[src/hdl/subresource_state_barrier_tracker_assert.svh]
// Assertion macros for the subresource barrier tracker.
`ifndef SUBRESOURCE_STATE_BARRIER_TRACKER_ASSERT_SVH
`define SUBRESOURCE_STATE_BARRIER_TRACKER_ASSERT_SVH

// Same-cycle implication, sampled on clk, off during reset.
`define SSBT_ASSERT_SAME(lbl, ante, cons, msg) \
	lbl: assert property (@(posedge clk) disable iff (!arst_n) (ante) |-> (cons)) \
		else $error(msg);

// Next-cycle implication, sampled on clk, off during reset.
`define SSBT_ASSERT_NEXT(lbl, ante, cons, msg) \
	lbl: assert property (@(posedge clk) disable iff (!arst_n) (ante) |=> (cons)) \
		else $error(msg);

`endif

[src/hdl/ssbt_pkg.sv]
// Shared constants for the subresource barrier tracker.
`timescale 1ns / 1ps

package ssbt_pkg;

	localparam int SUB_CNT = 16;
	localparam int SUB_W   = $clog2(SUB_CNT);
	localparam int STATE_W = 32;
	localparam int DATA_W  = 32;
	localparam int ADDR_W  = 3;

	localparam logic [STATE_W-1:0] UAV_STATE = 32'h0000_0008;

	localparam logic KIND_TRANSITION = 1'b0;
	localparam logic KIND_UAV        = 1'b1;

	localparam logic REG_RESOURCE_BOUND = 1'b0;

endpackage

[src/hdl/subresource_state_barrier_tracker.sv]
// Subresource usage-state tracker: scans a 16-entry state table and emits barrier words.
// Single-entry request: busy only in ST_SINGLE, which compares the entry and registers its word.
// Whole-resource request: ST_SCAN compares every entry through the shared compare unit, then
// ST_RESOLVE emits at most one word on a uniform table, else a walk emits one word per
// differing entry. A new request is accepted only when the tracker is idle.
// Words cannot be stalled. Reset clears the table to zero and resource_bound to 0.
`timescale 1ns / 1ps
`include "subresource_state_barrier_tracker_assert.svh"

module subresource_state_barrier_tracker (
	input  logic                          clk,
	input  logic                          arst_n,
	input  logic                          start,
	output logic                          busy,
	input  logic                          all_subresources,
	input  logic [ssbt_pkg::SUB_W-1:0]    subresource_index,
	input  logic [ssbt_pkg::STATE_W-1:0]  target_usage,
	output logic                          barrier_valid,
	output logic                          barrier_kind,
	output logic [ssbt_pkg::STATE_W-1:0]  state_before,
	output logic [ssbt_pkg::STATE_W-1:0]  state_after,
	output logic                          covers_all,
	output logic [ssbt_pkg::SUB_W-1:0]    barrier_subresource,
	output logic                          last_barrier,
	input  logic                          psel,
	input  logic                          penable,
	input  logic                          pwrite,
	input  logic [ssbt_pkg::ADDR_W-1:0]   paddr,
	input  logic [ssbt_pkg::DATA_W-1:0]   pwdata,
	output logic [ssbt_pkg::DATA_W-1:0]   prdata,
	output logic                          pready
);
	import ssbt_pkg::*;

	typedef enum logic [2:0] {
		ST_IDLE,
		ST_SINGLE,
		ST_SCAN,
		ST_RESOLVE,
		ST_WALK
	} fsm_t;

	fsm_t                 state_q;
	logic [STATE_W-1:0]   table_q [SUB_CNT];
	logic                 bound_q;
	logic [SUB_W-1:0]     cnt_q;
	logic [SUB_W-1:0]     idx_q;
	logic [STATE_W-1:0]   tgt_q;
	logic                 same_q;
	logic [SUB_CNT-1:0]   diff_q;

	logic                 valid_q;
	logic                 kind_q;
	logic [STATE_W-1:0]   before_q;
	logic [STATE_W-1:0]   after_q;
	logic                 all_q;
	logic [SUB_W-1:0]     sub_q;
	logic                 last_q;

	logic                 accept;
	logic                 cfg_wr;
	logic [SUB_W-1:0]     rd_idx;
	logic [STATE_W-1:0]   rd_data;
	logic                 eq_tgt;
	logic                 eq_first;
	logic [SUB_CNT-1:0]   remain;

	assign busy   = (state_q != ST_IDLE);
	assign accept = start && !busy;
	assign pready = 1'b1;
	assign cfg_wr = psel && penable && pwrite && pready;

	always_comb begin
		prdata = '0;
		if (paddr[ADDR_W-1] == REG_RESOURCE_BOUND) begin
			prdata[0] = bound_q;
		end
	end

	// Shared comparator: one table read per cycle, checked against target and entry 0
	assign rd_idx   = (state_q == ST_SINGLE) ? idx_q : cnt_q;
	assign rd_data  = table_q[rd_idx];
	assign eq_tgt   = (rd_data == tgt_q);
	assign eq_first = (rd_data == table_q[0]);
	assign remain   = diff_q & ~(SUB_CNT'(1) << cnt_q);

	always_ff @(posedge clk or negedge arst_n) begin
		if (!arst_n) begin
			state_q  <= ST_IDLE;
			bound_q  <= 1'b0;
			cnt_q    <= '0;
			idx_q    <= '0;
			tgt_q    <= '0;
			same_q   <= 1'b1;
			diff_q   <= '0;
			valid_q  <= 1'b0;
			kind_q   <= KIND_TRANSITION;
			before_q <= '0;
			after_q  <= '0;
			all_q    <= 1'b0;
			sub_q    <= '0;
			last_q   <= 1'b0;
			for (int i = 0; i < SUB_CNT; i++) begin
				table_q[i] <= '0;
			end
		end else begin
			valid_q <= 1'b0;
			if (cfg_wr && paddr[ADDR_W-1] == REG_RESOURCE_BOUND) begin
				bound_q <= pwdata[0];
			end
			unique case (state_q)
				ST_IDLE: begin
					// drop requests while no resource is attached
					if (accept && bound_q) begin
						idx_q  <= subresource_index;
						tgt_q  <= target_usage;
						cnt_q  <= '0;
						same_q <= 1'b1;
						diff_q <= '0;
						state_q <= all_subresources ? ST_SCAN : ST_SINGLE;
					end
				end
				ST_SINGLE: begin
					if (!eq_tgt) begin
						valid_q  <= 1'b1;
						kind_q   <= KIND_TRANSITION;
						before_q <= rd_data;
						after_q  <= tgt_q;
						all_q    <= 1'b0;
						sub_q    <= idx_q;
						last_q   <= 1'b1;
						table_q[idx_q] <= tgt_q;
					end else if (tgt_q == UAV_STATE) begin
						valid_q  <= 1'b1;
						kind_q   <= KIND_UAV;
						before_q <= '0;
						after_q  <= '0;
						all_q    <= 1'b1;
						sub_q    <= '0;
						last_q   <= 1'b1;
					end
					state_q <= ST_IDLE;
				end
				ST_SCAN: begin
					if (!eq_first) begin
						same_q <= 1'b0;
					end
					diff_q[cnt_q] <= !eq_tgt;
					// counter wraps to entry 0 for the resolve step
					cnt_q <= cnt_q + 1'b1;
					if (cnt_q == SUB_W'(SUB_CNT - 1)) begin
						state_q <= ST_RESOLVE;
					end
				end
				ST_RESOLVE: begin
					if (same_q) begin
						if (!eq_tgt) begin
							valid_q  <= 1'b1;
							kind_q   <= KIND_TRANSITION;
							before_q <= rd_data;
							after_q  <= tgt_q;
							all_q    <= 1'b1;
							sub_q    <= '0;
							last_q   <= 1'b1;
							for (int i = 0; i < SUB_CNT; i++) begin
								table_q[i] <= tgt_q;
							end
						end else if (tgt_q == UAV_STATE) begin
							valid_q  <= 1'b1;
							kind_q   <= KIND_UAV;
							before_q <= '0;
							after_q  <= '0;
							all_q    <= 1'b1;
							sub_q    <= '0;
							last_q   <= 1'b1;
						end
						state_q <= ST_IDLE;
					end else begin
						state_q <= ST_WALK;
					end
				end
				ST_WALK: begin
					if (diff_q[cnt_q]) begin
						valid_q  <= 1'b1;
						kind_q   <= KIND_TRANSITION;
						before_q <= rd_data;
						after_q  <= tgt_q;
						all_q    <= 1'b0;
						sub_q    <= cnt_q;
						last_q   <= (remain == '0);
						table_q[cnt_q] <= tgt_q;
					end
					diff_q <= remain;
					cnt_q  <= cnt_q + 1'b1;
					// stop as soon as no differing entry is left
					if (remain == '0) begin
						state_q <= ST_IDLE;
					end
				end
				default: begin
					state_q <= ST_IDLE;
				end
			endcase
		end
	end

	assign barrier_valid       = valid_q;
	assign barrier_kind        = kind_q;
	assign state_before        = before_q;
	assign state_after         = after_q;
	assign covers_all          = all_q;
	assign barrier_subresource = sub_q;
	assign last_barrier        = last_q;

	`SSBT_ASSERT_SAME(a_uav_shape, barrier_valid && barrier_kind == KIND_UAV,
		last_barrier && covers_all && state_before == '0, "malformed uav word")
	`SSBT_ASSERT_SAME(a_transition_changes, barrier_valid && barrier_kind == KIND_TRANSITION,
		state_before != state_after, "transition word without a state change")
	`SSBT_ASSERT_NEXT(a_last_ends, barrier_valid && last_barrier,
		!barrier_valid, "word after the last one of a request")
	`SSBT_ASSERT_NEXT(a_unbound_drop, accept && !bound_q,
		!busy && !barrier_valid, "request taken while no resource is bound")
	`SSBT_ASSERT_SAME(a_walk_pending, state_q == ST_WALK,
		diff_q != '0, "walk with no differing entry left")

endmodule
[config.mk]
export PLATFORM = sky130hd
export DESIGN_NAME = subresource_state_barrier_tracker
export DESIGN_NICKNAME = d
export VERILOG_FILES = /design/src/hdl/ssbt_pkg.sv /design/src/hdl/subresource_state_barrier_tracker.sv
export VERILOG_INCLUDE_DIRS = /design/src /design/src/hdl
export SDC_FILE = /design/constraint.sdc
export NUM_CORES = 2
export LEC_CHECK = 0
export ABC_AREA = 1
export BUFFER_PORTS_ARGS = -buffer_cell sky130_fd_sc_hd__buf_2
export CAP_MARGIN = 0
export CELL_PAD_IN_SITES_DETAIL_PLACEMENT = 0
export CELL_PAD_IN_SITES_GLOBAL_PLACEMENT = 1
export CORE_MARGIN = 5
export CORE_UTILIZATION = 46
export DETAILED_ROUTE_END_ITERATION = 16
export PLACE_DENSITY_LB_ADDON = 0.1
export REMOVE_ABC_BUFFERS = 1
export SLEW_MARGIN = 40
export SYNTH_ARGS = -nofsm -noshare
export SYNTH_HDL_FRONTEND = slang
export SYNTH_SLANG_ARGS = --single-unit
[constraint.sdc]
create_clock -name clk -period 4.2 [get_ports clk]
set_input_delay 0.42 -clock clk [delete_from_list [all_inputs] [get_ports clk]]
set_output_delay 0.42 -clock clk [all_outputs]
set_load 0.02 [all_outputs]
==> flow_metrics.tcl <==
set metrics [dict create \
    fin_nets 6169 \
    coreArea_sq_um 89900 \
    setup_viol 0 \
    crit_fanout 43 \
    max_slew_margin_pct 36.8 \
    worst_slew_pin_slew_ps 946 \
    cts_buffers 81 \
    grt_setup_unrepaired "false" \
    hold_viol_final 0 \
    dpl_cell_area_sq_um 44300 \
    die_h_um 311 \
    drive_gt1_share_pct 9.53 \
    final.min_clock_period_ps 4040 \
    routabilityCongestion 0.902 \
    dr.first_iter.drc_count 6118 \
    critPathLaunchType "flip-flop" \
    h-tree-depth 3 \
    power_per_cell_area_nw_per_um2 947 \
    crit_type "reg -> reg" \
    fin_setup_tns_ps 0 \
    die_w_um 311 \
    synth_area_per_cell_sq_um 6.72 \
    cts_buffer_depth 3 \
    num_vias 45200 \
    hpwl_mm 107 \
    ys_ff_latch 645 \
    antenna_left 0 \
    slew_violations 0 \
    synth_cell_types 36 \
    grt_use_total_pct 36.7 \
    grt_pass1_wl_mm 272 \
    ios 184 \
    grt_pass1_vias 40300 \
    start_util_pct 46.3 \
    cp.arrival_ps 4590 \
    yosysWarnings 0 \
    root_buffer "clkbuf_16" \
    grt_max_degree 155 \
    grt_overflow 0 \
    clock_sinks 645 \
    hold_path_class "in -> reg" \
    fmax_ghz 0.247 \
    viasPerCell 6.18 \
    skew_ps 18.5 \
    syn_to_final_growth_pct 14.5 \
    firstDrtPassIters 9 \
    path_clk_slew_ps 60 \
    cp.required_ps 4750 \
    insertion_delay_ps 670 \
    die_area_sq_um 96500 \
    vdd_ir_drop_max_mv 0.481 \
    synth_area_sq_um 41600 \
    rows 110 \
    leakage_nw 19.8 \
    tritoncts "yes" \
    outcome "completed" \
    io_buffers 118 \
    drc 0 \
    antenna_found_initial 6 \
    netlist_instances 6192 \
    cap_violations 0 \
    drt-total-wl_mm 184 \
    total_power_mw 45.1 \
    fin_area_sq_um 47600 \
    finalCritPeriodShare_pct 96.2 \
    wl_per_cell_um 25.2 \
    fillCellCount 8905 \
    crit_path_end_kind "flip-flop" \
    seq_area_frac_synth_pct 38.8 \
]
-- critical path, cell delays in order (launching register included) --
cell and delay [ps]:
dfrtp_1 420, inv_2 140, nand3_4 130, buf_4 200, o21ai_4 170, buf_12 160
buf_16 260, nand3_1 180, nand3_1 120, nand3_1 100, nand2_1 120, nand2_1 50
nand2_1 230, nand2_1 90, nor2_1 100, nand2_1 100, nor2_4 240, nand3_4 140
buf_12 240, buf_4 250, nand3_1 100, inv_1 40, nand2_1 160, nand2_1 70
-- synthesized netlist by cell type, drive strengths merged --
library cell / n / area share (%)
nand2: 1568 / 14
o21ai: 1153 / 14
dfrtp: 644 / 39
nand3: 633 / 8.0
nor2: 555 / 5.0
clkbuf: 396 / 3.6
o22ai: 286 / 4.3
a21oi: 263 / 3.2
buf: 232 / 3.0
nor3: 165 / 2.0
inv: 115 / 1.0
a211oi: 63 / 1.1
clkinv: 32 / 0.29
xor2: 16 / 0.34
xnor2: 13 / 0.27
nand4: 11 / 0.17
nor4: 11 / 0.17
a22oi: 10 / 0.18
o211ai: 8 / 0.14
ha: 6 / 0.18
or2: 4 / 0.060
a2111oi: 2 / 0.042
conb: 2 / 0.018
a21boi: 1 / 0.018
dfstp: 1 / 0.063
nor3b: 1 / 0.018
o21bai: 1 / 0.018
-- cell families after synthesis --
logic type	count (synthesis)	share of synthesized area [%]
AND/OR/NAND/NOR	2948	29.6
other	2	0.0181
AO/OA/AOI/OAI	1787	22.9
XOR/XNOR	29	0.611
adder cells (fa/ha/maj)	6	0.180
buffers and inverters	775	7.90
flip-flops	645	38.8
-- repair_timing --
| action | CTS | global route |
|---|---|---|
| hold buffers | 36 | 0 |
| buffers inserted | 0 | 7 |
| hold endpoints to repair | 103 | 0 |
| endpoints found under the setup margin | 0 | 196 |
| gates resized for setup | 0 | 3 |
-- path summary, 6_finish.rpt --
path / start / end / slack (ps) / cells after the start
setup / recovery: state_q[2] / state_before[16] / 160 / 23
hold / removal: penable / bound_q / 40 / 3
setup reg to reg: state_q[2] / state_before[16] / 160 / 23
hold reg to reg: state_before[12] / state_before[12] / 500 / 2
max in group asynchronous: arst_n / async pin / 2820 / 4
min in group asynchronous: arst_n / async pin / 250 / 2
-- cell type report --
type                    instances  area (sq um)  area share [%]
multi-input cells            4803         22700            47.6
flip-flops and latches        645         16100            33.9
repair buffers                407          4010            8.41
clock buffers                 121          2470            5.19
well taps                    1176          1470            3.09
inverters                     147           564            1.18
clock inverters                23           280           0.588
diodes                          3          7.51          0.0158
-- per-stage QoR --
| step | utilization (%) | std cells | setup WS (ps) | hold slack [ps] |
|---|---|---|---|---|
| 6_report | 53.0 | 7325 | 159 | 41.8 |
| 5_1_grt | 53.0 | 7322 | 3.06 | 34.8 |
| 4_1_cts | 52.8 | 7311 | 117 | 16.7 |
| 3_5_place_dp | 49.3 | 7131 | 146 | 489 |
| 3_3_place_gp | 49.2 | 7129 | 146 | 483 |
| 2_1_floorplan | - | 5594 | -13180 | 124 |
-- power breakdown --
group / total, mW / internal (mW) / switching, mW
Combinational: 26.0 / 8.03 / 18.0
Sequential: 11.7 / 9.16 / 2.56
Clock: 7.37 / 4.42 / 2.95
Total: 45.1 / 21.6 / 23.5
-- cell usage in the layout, fill, tap and decap left out, types with 13 or more instances in the layout --
cell type	instances
nand3_4	20
dlygate4sd3_1	36
nor2_4	23
o22ai_1	286
inv_1	103
clkinv_1	32
conb_1	32
clkbuf_16	85
buf_6	13
clkbuf_8	21
nor3_1	164
o21ai_0	931
clkbuf_1	15
dfrtp_1	644
buf_12	83
buf_2	117
nand3_1	602
o21ai_1	218
a211oi_1	63
a21oi_1	263
clkinv_2	14
xnor2_1	13
xor2_1	16
nor2_1	530
buf_4	154
nand2_1	1562
-- per-layer routing --
layer  up-vias  wire length, um  track usage, %
met2      2605            81000            56.8
met3       502            18800            7.83
li1      20800                -               -
met5         -               34               0
met1     21300            75000            49.8
met4         6             9530            16.1
No activity file was read; power rests on OpenSTA's default activity.
